<file path="config.mk">
export PLATFORM = sky130hd
export DESIGN_NAME = music_play_string_parser_top
export DESIGN_NICKNAME = d
export VERILOG_FILES = /design/src/sv/mpsp_pkg.sv /design/src/sv/mpsp_div.sv /design/src/sv/music_play_string_parser_top.sv
export SDC_FILE = /design/constraint.sdc
export NUM_CORES = 1
export LEC_CHECK = 0
export ABC_AREA = 1
export BUFFER_PORTS_ARGS = -buffer_cell sky130_fd_sc_hd__buf_4
export CAP_MARGIN = 40
export CORE_ASPECT_RATIO = 2
export CORE_UTILIZATION = 50
export DETAILED_ROUTE_END_ITERATION = 10
export GPL_ROUTABILITY_DRIVEN = 0
export PLACE_DENSITY_LB_ADDON = 0.25
export SLEW_MARGIN = 0
export SYNTH_ARGS = -nofsm -noshare
export SYNTH_HDL_FRONTEND = slang
export SYNTH_SLANG_ARGS = --single-unit
</file>
<file path="constraint.sdc">
create_clock -name clk -period 4.42 [get_ports clk]
set_input_delay 0.442 -clock clk [delete_from_list [all_inputs] [get_ports clk]]
set_output_delay 0.442 -clock clk [all_outputs]
set_load 0.02 [all_outputs]
</file>
<file path="src/sv/mpsp_pkg.sv">
// Package for the play-string parser: codes, types, tables and helper functions.
package mpsp_pkg;

  localparam int unsigned DIV_STEPS = 21;
  localparam logic [20:0] FREQ_NUM  = 21'd1193180;

  localparam logic [15:0] WHOLE_RST = 16'd1000;
  localparam logic [7:0]  VOL_RST   = 8'd10;
  localparam logic [3:0]  OCT_RST   = 4'd4;
  localparam logic [2:0]  LEN_RST   = 3'd2;
  localparam logic [3:0]  OCT_MIN   = 4'd1;
  localparam logic [3:0]  OCT_MAX   = 4'd8;

  typedef enum logic [2:0] {
    KIND_NOTE = 3'd0,
    KIND_REST = 3'd1,
    KIND_BAD  = 3'd2,
    KIND_END  = 3'd3,
    KIND_OFF  = 3'd4
  } kind_t;

  typedef enum logic [1:0] {
    CFG_WHOLE = 2'd0,
    CFG_VOL   = 2'd1,
    CFG_EN    = 2'd2
  } cfg_idx_t;

  typedef enum logic [1:0] {
    ST_IDLE,
    ST_LOAD,
    ST_DIV,
    ST_OUT
  } state_t;

  typedef struct packed {
    kind_t              kind;
    logic [3:0]         note;
    logic [3:0]         oct;
    logic signed [7:0]  midi;
    logic [15:0]        dur;
    logic [7:0]         vol;
  } slot_t;

  function automatic logic [15:0] div_entry(input logic [3:0] idx);
    logic [15:0] d;
    case (idx)
      4'd0:    d = 16'd19327;
      4'd1:    d = 16'd18242;
      4'd2:    d = 16'd17218;
      4'd3:    d = 16'd16252;
      4'd4:    d = 16'd15340;
      4'd5:    d = 16'd14479;
      4'd6:    d = 16'd13666;
      4'd7:    d = 16'd12899;
      4'd8:    d = 16'd12175;
      4'd9:    d = 16'd11492;
      4'd10:   d = 16'd10847;
      4'd11:   d = 16'd10238;
      4'd12:   d = 16'd9664;
      default: d = 16'd9121;
    endcase
    return d;
  endfunction

  // semitone base of a lowercase letter a..g
  function automatic logic [3:0] letter_base(input logic [7:0] c);
    logic [3:0] b;
    case (c)
      "a":     b = 4'd10;
      "b":     b = 4'd12;
      "c":     b = 4'd1;
      "d":     b = 4'd3;
      "e":     b = 4'd5;
      "f":     b = 4'd6;
      "g":     b = 4'd8;
      default: b = 4'd0;
    endcase
    return b;
  endfunction

  // {hit, shift} for a length digit
  function automatic logic [3:0] len_code(input logic [7:0] c);
    logic [3:0] r;
    case (c)
      "1":     r = {1'b1, 3'd0};
      "2":     r = {1'b1, 3'd1};
      "4":     r = {1'b1, 3'd2};
      "8":     r = {1'b1, 3'd3};
      "6":     r = {1'b1, 3'd4};
      "3":     r = {1'b1, 3'd5};
      default: r = 4'd0;
    endcase
    return r;
  endfunction

  function automatic slot_t plain_slot(input kind_t k, input logic [15:0] dur);
    slot_t s;
    s.kind = k;
    s.note = 4'd0;
    s.oct  = 4'd0;
    s.midi = -8'sd1;
    s.dur  = dur;
    s.vol  = 8'd0;
    return s;
  endfunction

  function automatic slot_t note_slot(input logic [3:0] base, input logic signed [1:0] off,
                                      input logic [3:0] oct, input logic [15:0] dur,
                                      input logic [7:0] vol);
    logic signed [5:0] n;
    logic [3:0]        ni;
    logic [3:0]        o;
    slot_t             s;
    n = $signed({2'b00, base}) + $signed({{4{off[1]}}, off});
    if (n < 6'sd0) begin
      ni = 4'd0;
    end else if (n > 6'sd13) begin
      ni = 4'd13;
    end else begin
      ni = n[3:0];
    end
    o = (oct > OCT_MAX) ? OCT_MAX : oct;
    s.kind = KIND_NOTE;
    s.note = ni;
    s.oct  = o;
    s.midi = $signed(8'(ni) - 8'd1 + 8'({o, 3'b000}) + 8'({o, 2'b00}));
    s.dur  = dur;
    s.vol  = vol;
    return s;
  endfunction

endpackage

</file>
<file path="src/sv/mpsp_div.sv">
// Bit-serial restoring divider: fixed frequency numerator over a 16-bit divisor.
module mpsp_div (
  input  logic        clk,
  input  logic        rst_n,
  input  logic        start,
  input  logic [15:0] divisor,
  output logic        done,
  output logic [15:0] quotient
);
  import mpsp_pkg::*;

  localparam int unsigned CW = $clog2(DIV_STEPS);
  localparam logic [CW-1:0] LAST_STEP = CW'(DIV_STEPS - 1);

  logic          busy_r;
  logic          done_r;
  logic [CW-1:0] cnt_r;
  logic [15:0]   rem_r;
  logic [15:0]   d_r;
  logic [20:0]   q_r;
  logic [16:0]   trial;
  logic          fits;

  assign trial = {rem_r, q_r[20]};
  assign fits  = trial >= {1'b0, d_r};

  always_ff @(posedge clk) begin
    if (!rst_n) begin
      busy_r <= 1'b0;
      done_r <= 1'b0;
      cnt_r  <= '0;
    end else begin
      done_r <= busy_r && (cnt_r == LAST_STEP);
      if (start) begin
        busy_r <= 1'b1;
        cnt_r  <= '0;
      end else if (busy_r) begin
        cnt_r <= cnt_r + 1'b1;
        if (cnt_r == LAST_STEP) begin
          busy_r <= 1'b0;
        end
      end
    end
  end

  always_ff @(posedge clk) begin
    if (start) begin
      d_r   <= divisor;
      q_r   <= FREQ_NUM;
      rem_r <= '0;
    end else if (busy_r) begin
      rem_r <= fits ? 16'(trial - {1'b0, d_r}) : trial[15:0];
      q_r   <= {q_r[19:0], fits};
    end
  end

  assign done     = done_r;
  assign quotient = q_r[15:0];

endmodule

</file>
<file path="src/sv/music_play_string_parser_top.sv">
// Play-string parser top level: character decode, state, result slots and sequencer.
// Timing: a non-note result is shown in the cycle after the character transaction;
// a note passes through ST_LOAD and ST_DIV, where the 21-step serial divider
// forms its frequency, before ST_OUT shows it. in_stall stays high until all
// results of the character are taken; no new character is accepted before then.
// Reset (rst_n low, synchronous): registers to defaults, octave 4, quarter notes.
module music_play_string_parser_top (
  input  logic              clk,
  input  logic              rst_n,
  input  logic              in_valid,
  output logic              in_stall,
  input  logic [7:0]        in_char_code,
  input  logic              in_end_of_string,
  output logic              out_valid,
  input  logic              out_stall,
  output logic [2:0]        out_kind,
  output logic signed [7:0] out_midi_tone,
  output logic [15:0]       out_tone_freq,
  output logic [15:0]       out_tone_duration,
  output logic [7:0]        out_tone_volume,
  output logic              out_last_of_run,
  output logic              out_no_notes,
  input  logic              cfg_valid,
  output logic              cfg_ready,
  input  logic [1:0]        cfg_index,
  input  logic [15:0]       cfg_wdata
);
  import mpsp_pkg::*;

  state_t      state_r, state_nxt;
  logic [15:0] whole_r;
  logic [7:0]  vol_r;
  logic        en_r;
  logic [3:0]  oct_r, oct_nxt;
  logic [2:0]  len_r, len_nxt;
  logic        pend_r, pend_nxt;
  logic [3:0]  base_r, base_nxt;
  logic        any_r, any_nxt;

  slot_t       slots_r [2];
  slot_t       dec_slot [2];
  logic [1:0]  cnt_r, dec_cnt;
  logic        last_r;
  logic        nonotes_r, dec_nonotes;
  logic        idx_r;
  logic [15:0] freq_r;

  logic [7:0]  c_lc;
  logic        blank;
  logic [3:0]  lc;
  logic        consumed;
  logic signed [1:0] off;
  logic [15:0] dur_cur;

  logic        in_acc;
  logic        final_slot;
  logic        div_start;
  logic        div_done;
  logic [15:0] div_q;
  logic [15:0] divisor;
  slot_t       cur;

  assign in_acc     = in_valid && !in_stall;
  assign cur        = slots_r[idx_r];
  assign final_slot = ({1'b0, idx_r} + 2'd1) == cnt_r;
  assign dur_cur    = whole_r >> len_r;
  assign divisor    = div_entry(cur.note) >> cur.oct;
  assign cfg_ready  = 1'b1;

  // character decode
  always_comb begin
    c_lc = (in_char_code inside {[8'h41:8'h5A]}) ? in_char_code + 8'd32 : in_char_code;
    blank = c_lc inside {[8'd9:8'd13], 8'd32};
    lc = len_code(c_lc);
    oct_nxt  = oct_r;
    len_nxt  = len_r;
    pend_nxt = pend_r;
    base_nxt = base_r;
    any_nxt  = any_r;
    dec_slot[0] = plain_slot(KIND_END, 16'd0);
    dec_slot[1] = plain_slot(KIND_END, 16'd0);
    dec_cnt     = 2'd0;
    dec_nonotes = 1'b0;
    consumed    = 1'b0;
    off         = 2'sd0;
    if (!en_r) begin
      if (in_end_of_string) begin
        dec_slot[0] = plain_slot(KIND_OFF, 16'd0);
        dec_cnt     = 2'd1;
        dec_nonotes = 1'b1;
        pend_nxt    = 1'b0;
        any_nxt     = 1'b0;
      end
    end else begin
      if (!blank) begin
        if (pend_r) begin
          if (c_lc == "+") begin
            off = 2'sd1;
            consumed = 1'b1;
          end else if (c_lc == "-") begin
            off = -2'sd1;
            consumed = 1'b1;
          end
          dec_slot[0] = note_slot(base_r, off, oct_r, dur_cur, vol_r);
          dec_cnt  = 2'd1;
          pend_nxt = 1'b0;
          any_nxt  = 1'b1;
        end
        if (!consumed) begin
          if (c_lc inside {[8'h30:8'h39]}) begin
            if (lc[3]) begin
              len_nxt = lc[2:0];
            end else begin
              dec_slot[dec_cnt[0]] = plain_slot(KIND_BAD, 16'd0);
              dec_cnt = dec_cnt + 2'd1;
            end
          end else if (c_lc inside {[8'h61:8'h67]}) begin
            base_nxt = letter_base(c_lc);
            pend_nxt = 1'b1;
          end else if (c_lc == "p") begin
            dec_slot[dec_cnt[0]] = plain_slot(KIND_REST, dur_cur);
            dec_cnt = dec_cnt + 2'd1;
            any_nxt = 1'b1;
          end else if (c_lc == "<") begin
            if (oct_r > OCT_MIN) oct_nxt = oct_r - 4'd1;
          end else if (c_lc == ">") begin
            if (oct_r < OCT_MAX) oct_nxt = oct_r + 4'd1;
          end else begin
            dec_slot[dec_cnt[0]] = plain_slot(KIND_BAD, 16'd0);
            dec_cnt = dec_cnt + 2'd1;
          end
        end
      end
      if (in_end_of_string) begin
        if (pend_nxt) begin
          dec_slot[dec_cnt[0]] = note_slot(base_nxt, 2'sd0, oct_nxt, whole_r >> len_nxt,
                                           vol_r);
          dec_cnt = dec_cnt + 2'd1;
          any_nxt = 1'b1;
        end
        if (dec_cnt == 2'd0) begin
          dec_slot[0] = plain_slot(KIND_END, 16'd0);
          dec_cnt = 2'd1;
        end
        dec_nonotes = !any_nxt;
        pend_nxt = 1'b0;
        any_nxt  = 1'b0;
      end
    end
  end

  // next state
  always_comb begin
    state_nxt = state_r;
    case (state_r)
      ST_IDLE: begin
        if (in_acc && dec_cnt != 2'd0) begin
          state_nxt = (dec_slot[0].kind == KIND_NOTE) ? ST_LOAD : ST_OUT;
        end
      end
      ST_LOAD: state_nxt = ST_DIV;
      ST_DIV: begin
        if (div_done) state_nxt = ST_OUT;
      end
      ST_OUT: begin
        if (!out_stall) begin
          if (final_slot) begin
            state_nxt = ST_IDLE;
          end else begin
            state_nxt = (slots_r[1].kind == KIND_NOTE) ? ST_LOAD : ST_OUT;
          end
        end
      end
      default: state_nxt = ST_IDLE;
    endcase
  end

  // control outputs
  always_comb begin
    in_stall  = (state_r != ST_IDLE);
    out_valid = (state_r == ST_OUT);
    div_start = (state_r == ST_LOAD);
  end

  always_ff @(posedge clk) begin
    if (!rst_n) begin
      state_r <= ST_IDLE;
      whole_r <= WHOLE_RST;
      vol_r   <= VOL_RST;
      en_r    <= 1'b1;
      oct_r   <= OCT_RST;
      len_r   <= LEN_RST;
      pend_r  <= 1'b0;
      base_r  <= 4'd0;
      any_r   <= 1'b0;
      cnt_r   <= 2'd0;
      last_r  <= 1'b0;
      idx_r   <= 1'b0;
    end else begin
      state_r <= state_nxt;
      if (cfg_valid && cfg_ready) begin
        case (cfg_index)
          CFG_WHOLE: whole_r <= cfg_wdata;
          CFG_VOL:   vol_r   <= cfg_wdata[7:0];
          CFG_EN:    en_r    <= cfg_wdata[0];
          default:   ;
        endcase
      end
      if (in_acc) begin
        oct_r  <= oct_nxt;
        len_r  <= len_nxt;
        pend_r <= pend_nxt;
        base_r <= base_nxt;
        any_r  <= any_nxt;
        cnt_r  <= dec_cnt;
        last_r <= in_end_of_string;
        idx_r  <= 1'b0;
      end else if (state_r == ST_OUT && !out_stall && !final_slot) begin
        idx_r <= 1'b1;
      end
    end
  end

  always_ff @(posedge clk) begin
    if (in_acc) begin
      slots_r[0] <= dec_slot[0];
      slots_r[1] <= dec_slot[1];
      nonotes_r  <= dec_nonotes;
    end
    if (div_done) begin
      freq_r <= div_q;
    end
  end

  mpsp_div u_div (
    .clk      (clk),
    .rst_n    (rst_n),
    .start    (div_start),
    .divisor  (divisor),
    .done     (div_done),
    .quotient (div_q)
  );

  assign out_kind          = cur.kind;
  assign out_midi_tone     = cur.midi;
  assign out_tone_freq     = (cur.kind == KIND_NOTE) ? freq_r : 16'd0;
  assign out_tone_duration = cur.dur;
  assign out_tone_volume   = cur.vol;
  assign out_last_of_run   = final_slot && last_r;
  assign out_no_notes      = final_slot && last_r && nonotes_r;

endmodule

</file>
==> impl_metrics.ini, run 1 <==
[status]
status = complete, no violations

[critical_path]
cp_max_fo = 6
rr_worst_depth = 17
reg2reg_to = slots_r[0][31]$_SDFFCE_PN1P_
path_class = in2reg
max_stage_delay_ps = 490
critPathLaunch = in_char_code[3]
r2r_setup_slack_ps = 430
worstReg2RegStart = oct_r[0]$_SDFFE_PN0P_
critPathSlowestCell = fa_1
critPathRequiredTime_ps = 4650
critPathLaunchType = input port
worstPathArrival_ps = 4410
cp-end-kind = flip-flop
crit_path_frequent_cell = nand2_2

[grt]
grt_start_max_net_pins = 51
grt_pass1_vias = 12130
antenna_found_initial = 0
track_usage_pct = 26.18
globalRouteMet2Util_pct = 50.85
grt_overflow = 0
grtUsageMet3_pct = 2.991
use_met1_pct = 25.88
busiest_layer = met2
grt_pass1_wl_microns = 58080

[logic_synthesis]
synth_xor_area_share_pct = 1.500
synth_edf_count = 117
synth_fa_ha_area_share_pct = 5.702
ys_types = 63
synthFlopType = edfxtp_1
synth-simple-area-share_pct = 25.96
synthCells = 1806
synth_area_sq_mm = 0.01343
synth_nets = 1895
ys_warn_count = 0
synth-seq-area-share_pct = 39.43
ys_ff_latch = 206
synth_area_per_cell_sq_um = 7.437
muxShareOfSynthArea_pct = 0.6708
synth-compound-area-share_pct = 16.24
yosys-top-cells-area = edfxtp_1 26%, dfxtp_1 13%, nand2_1 13%
yosys.area.top_type_share_pct = 26.16
synth_area_leader_cell = edfxtp_1
async_reset_ff_share_pct = 0
synth_top_family_by_area = simple AND/OR/NAND/NOR gates

[worst_hold_path]
hold_start = cfg_wdata[8]
hp-class = in2reg
min_to = whole_r[8]$_SDFFE_PN1P_
holdPathStages = 3

[sta]
period_needed_ps = 4174
slew-limit-headroom_pct = 41.32
fin_crit_sh_pct = 94.44
setup_viol = 0
tightestPinTransition_ps = 877.0
finalHoldViolations = 0
finalClockSkew_ps = 28.56
slew_violations = 0
fmax_mhz = 239.6

[clocking]
ctsHoldBuffers = 0
cts-buffers-inserted = 20
root_buffer = clkbuf_16
cts.reportedPaths.clkPinSlew_ps = 70
clock_sinks = 206
worstSkewPairLatency_ps = 520
htree_levels = 1
ctsLongestPathBuffers = 3
cts_tree = yes

[place]
dp_cells = 2204
dp_hpwl_microns = 27490
io_buffers = 86

[floorplanning]
die_y_microns = 233.8
core_sq_mm = 0.02638
rows = 84
start_util_pct = 50.91
die_w_microns = 117.9
dieArea_sq_mm = 0.02756
io_pins = 88

[detailed_routing]
first_pass_iters = 5
finalWirelength_microns = 35700
drcViolationCount = 0
ant_nets = 0
viasPerCell = 5.473
routedWlPerCell_microns = 15.90
vias = 12290
drtIter0Drc = 695

[job]
drv_cap = 0

[power_and_ir_drop]
peakVddDrop_uv = 286.1
p_leak_nw = 6.934
power_density_mw_per_mm2 = 562.0
total_power_mw = 8.637

[layout]
fin_cells = 2245
area_growth_pct = 14.43
antenna_cells = 0
nets = 1976
layout-drive-gt1-share_pct = 16.78
worst max-delay path, delay by kind of cell:
family,cells,cell delay (ps)
adder cells (fa/ha/maj),4,1120
buffers and inverters,6,540
AND/OR/NAND/NOR,21,1860
AO/OA/AOI/OAI,1,90
XOR/XNOR,2,340
area by class of cell:
class,instances,area (sq um)
Clock buffer,25,560.5
Multi-Input combinational cell,1270,6845
Tap cell,344,430.4
Clock inverter,11,156.4
Inverter,224,844.6
Sequential cell,206,5295
Timing Repair Buffer,165,1236
Fill cell,2417,11010
registers in the layout, summed over array words and instances, names as in the netlist, 5 cells and up, named ones only:
signal and flops:
u_div.cnt_r 5, freq_r 16, slots_r 85, whole_r 16, u_div.q_r 21, vol_r 8, u_div.rem_r 16, u_div.d_r 15
how the worst max path moves through the flow:
stage	to	slack, ps
detailed placement	slots_r[0][31]$_SDFFCE_PN1P_	-400
global placement	slots_r[0][31]$_SDFFCE_PN1P_	-200
global route	slots_r[0][30]$_SDFFCE_PN1P_	-50
floorplan	slots_r[0][31]$_SDFFCE_PN1P_	10
CTS	slots_r[0][31]$_SDFFCE_PN1P_	130
finish	slots_r[0][30]$_SDFFCE_PN1P_	250
per-stage QoR:
step | utilization [%] | cell area, sq um | TNS, ps | hold slack [ps] | setup slack (ps)
after floorplan | - | 13460 | 0 | 408.2 | 12.05
after global placement | 54.98 | 14500 | -447.3 | 416.6 | -199.4
after detailed placement | 55.05 | 14520 | -1229 | 426.0 | -403.6
after CTS | 57.77 | 15240 | 0 | 123.2 | 128.3
after global routing | 58.26 | 15370 | -100.4 | 129.0 | -53.63
final | 58.26 | 15370 | 0 | 132.9 | 245.7
synth_stat cells (all sizes together) (4+ instances only):
| master | number |
|---|---|
| nand2 | 472 |
| inv | 218 |
| o21ai | 172 |
| nor2 | 155 |
| edfxtp | 117 |
| a21oi | 115 |
| nand3 | 114 |
| dfxtp | 89 |
| clkbuf | 56 |
| buf | 50 |
| ha | 50 |
| o211ai | 35 |
| or2 | 23 |
| nor3 | 18 |
| a31oi | 13 |
| nand4 | 13 |
| xor2 | 12 |
| xnor2 | 11 |
| mux2i | 9 |
| o31ai | 9 |
| o22ai | 8 |
| fa | 7 |
| clkinv | 6 |
| a211oi | 5 |
| o2111ai | 4 |
cells by family after synthesis:
kind of cell	count (synthesis)
AOI/OAI and AO/OA	378
DFF	206
and+or+nand+nor	802
adders and majority gates	57
muxes	9
buffers and inverters	330
xor gates and xnor gates	23
other	1
placed cells by master (no fill, tap or decap), drive strengths merged, types with 2 or more instances in the layout:
cell type  instances
o21ai            172
a31oi             13
edfxtp           117
nand3            114
o221ai             2
o22ai              8
a211oi             5
or2               23
a311oi             2
a21boi             2
fa                 7
o211ai            35
bufinv             3
o21a               3
xnor2             11
nor2             155
buf              165
o41ai              2
dfxtp             89
nand3b             3
a21oi            115
nand2            472
nor3              18
mux2i              9
nor4               2
clkbuf            25
ha                50
inv              220
o31ai              9
nand4             13
xor2              12
o2111ai            4
clkinv            11
layer usage:
metal	up-vias	wire length (microns)	share of wire [%]
li1	6121	-	-
met4	0	2324	6.5
met1	5636	12490	35
met5	-	0	0
met2	377	19440	54
met3	152	1454	4.1
power breakdown:
part | leakage (nW) | total [mW] | internal (mW) | switching (mW)
Sequential | 1.81 | 2.81 | 2.55 | 0.260
Combinational | 4.77 | 3.97 | 1.45 | 2.53
Clock | 0.350 | 1.86 | 1.09 | 0.766
what timing repair did:
action / CTS / global route
gates resized for setup: 0 / 26
endpoints found under the setup margin: 0 / 4
setup buffers: 0 / 5
Note: power is estimated with default switching activity, not from simulation.
==> run 2, diff against run 1 <==
- ABC_CLOCK_PERIOD_IN_PS: default -> 4420
- CTS_BUF_LIST: default -> sky130_fd_sc_hd__clkbuf_8
==> run 2 against run 1 <==
Maximum frequency about the same; clock-buffer cell count up 4; clock skew up 0.71 ps; die area unchanged; non-clock buffer count down 1; register-to-register slack about the same; worst hold slack worse by 66 ps; via count up 0.59%; flip-flop and latch count unchanged; core utilization down 0.76 points; cell area down 1.3%; critical path type unchanged.
==> impl_metrics.ini, run 2 (synthesis gave the netlist of run 1 again) <==
[critical_path]
max_stage_delay_ps = 550
critPathLaunchType = input port
cp_max_fo = 6
critPathSlowestCell = fa_1
crit_path_frequent_cell = nand2_2
path_class = in2reg
rr_worst_depth = 17
worstPathArrival_ps = 4500
cp-end-kind = flip-flop
critPathRequiredTime_ps = 4750

[detailed_routing]
drtIter0Drc = 763
first_pass_iters = 5
routedWlPerCell_microns = 15.75
ant_nets = 0
finalWirelength_microns = 35610
viasPerCell = 5.466
vias = 12360
drcViolationCount = 0

[clocking]
clock_sinks = 206
cts.reportedPaths.clkPinSlew_ps = 80
worstSkewPairLatency_ps = 590
ctsLongestPathBuffers = 3
htree_levels = 1
root_buffer = clkbuf_8
cts_tree = yes
cts-buffers-inserted = 29

[layout]
largest_reg_flops = 85
final_util_pct = 57.50
reg.largest.list = slots_r (85), u_div.q_r (21)
nets = 1984
fillers = 2465
layout-drive-gt1-share_pct = 16.60
final_common_cell = nand2_1
regArea_sq_mm = 0.005295
top_register = slots_r
layout_common_cells = 447 x nand2_1, 200 x inv_1, 163 x buf_4, 146 x o21ai_0, 139 x nor2_1
multi_input_area_sq_mm = 0.006805
area_growth_pct = 12.94

[power_and_ir_drop]
pwr-share-seq_pct = 34.0
p_clk_share_pct = 18.1
p_leak_nw = 6.887
p_comb_share_pct = 47.9
p_switching_mw = 3.528
power_density_mw_per_mm2 = 543.8
power.internal_mw = 4.721
switching_share_pct = 42.76
total_power_mw = 8.249
peakVddDrop_uv = 259.6

[sta]
period_needed_ps = 4176
slew-limit-headroom_pct = 42.49
tightestPinTransition_ps = 859.5
fin_crit_sh_pct = 94.48
setup_viol = 0
finalClockSkew_ps = 29.27
slew_violations = 0
hold_slack_ps = 67.35
finalHoldViolations = 0
fmax_mhz = 239.5
tns_ps = 0
layout_setup_ws_ps = 243.8

[status]
status = complete, no violations

[place]
dp_slack_ps = -403.6
dp_hpwl_microns = 27490
io_buffers = 86

[grt]
grt_pass1_wl_microns = 57820
antenna_found_initial = 1
grt_pass1_vias = 12200
grt_overflow = 0
grt_start_max_net_pins = 51
track_usage_pct = 26.06

[floorplanning]
rows = 84
io_pins = 88
die_w_microns = 117.9
die_y_microns = 233.8
core_sq_mm = 0.02638
dieArea_sq_mm = 0.02756
start_util_pct = 50.91

[worst_hold_path]
holdPathStages = 3
hp-class = in2reg

[job]
drv_cap = 0
==> run 2: changes by cell type in the layout (fill, tap and decap cells not counted), moves of 3 or more <==
cell       change
clkinv_2       +7
clkbuf_8      +27
ha_1           +3
clkbuf_16     -21
inv_1          +3
clkinv_1       +7
==> run 2: worst max-delay path: cells and delay by family <==
| family | cells | cell delay [ps] |
|---|---|---|
| compound gates | 2 | 220 |
| xor+xnor | 2 | 280 |
| fa+ha+maj | 4 | 1350 |
| buf+inv | 6 | 460 |
| simple gates | 19 | 1740 |
==> run 2: worst paths after layout <==
kind | from | endpoint | slack, ps
worst min-delay path | cfg_wdata[8] | whole_r[8]$_SDFFE_PN1P_ | 70
worst max register to register | oct_r[0]$_SDFFE_PN0P_ | slots_r[0][31]$_SDFFCE_PN1P_ | 440
worst min register to register | u_div.q_r[0]$_SDFFE_PP0P_ | freq_r[0]$_DFFE_PP_ | 440
worst max-delay path | in_char_code[3] | slots_r[0][31]$_SDFFCE_PN1P_ | 240
==> run 2: stage by stage <==
step	cells	cell area (sq um)
2_1_floorplan	1806	13460
3_3_place_gp	2201	14500
3_5_place_dp	2204	14520
4_1_cts	2256	15080
5_1_grt	2261	15170
6_report	2261	15170
==> run 2: power by group through the flow <==
stage / Sequential [mW] / Clock, mW / Combinational, mW
global route: 2.85 / 1.59 / 4.42
detailed placement: 2.84 / 0 / 3.87
finish: 2.80 / 1.49 / 3.95
global placement: 2.83 / 0 / 3.77
CTS: 2.80 / 1.52 / 3.89
floorplan: 2.75 / 0 / 2.86
==> run 2: area by class of cell <==
type / instances / area share, %
clock buffer: 29 / 2.631
multi-input combinational: 1270 / 44.87
timing repair buffer: 164 / 8.100
sequential: 206 / 34.91
antenna: 1 / 0.01650
tap: 344 / 2.838
inverter: 224 / 5.568
clock inverter: 23 / 1.072
==> run 2: layer usage <==
layer | track usage, % | routed length, microns | vias up
met5 | 0 | 0 | -
met4 | 18.15 | 2387 | 0
met3 | 2.918 | 1463 | 159
met2 | 50.39 | 19210 | 410
met1 | 25.62 | 12550 | 5648
li1 | - | - | 6142
==> run 2: what timing repair did <==
item,CTS,global route
gates resized for setup,0,17
setup endpoints to repair,0,4
hold buffers,0,0
buffers inserted,0,4
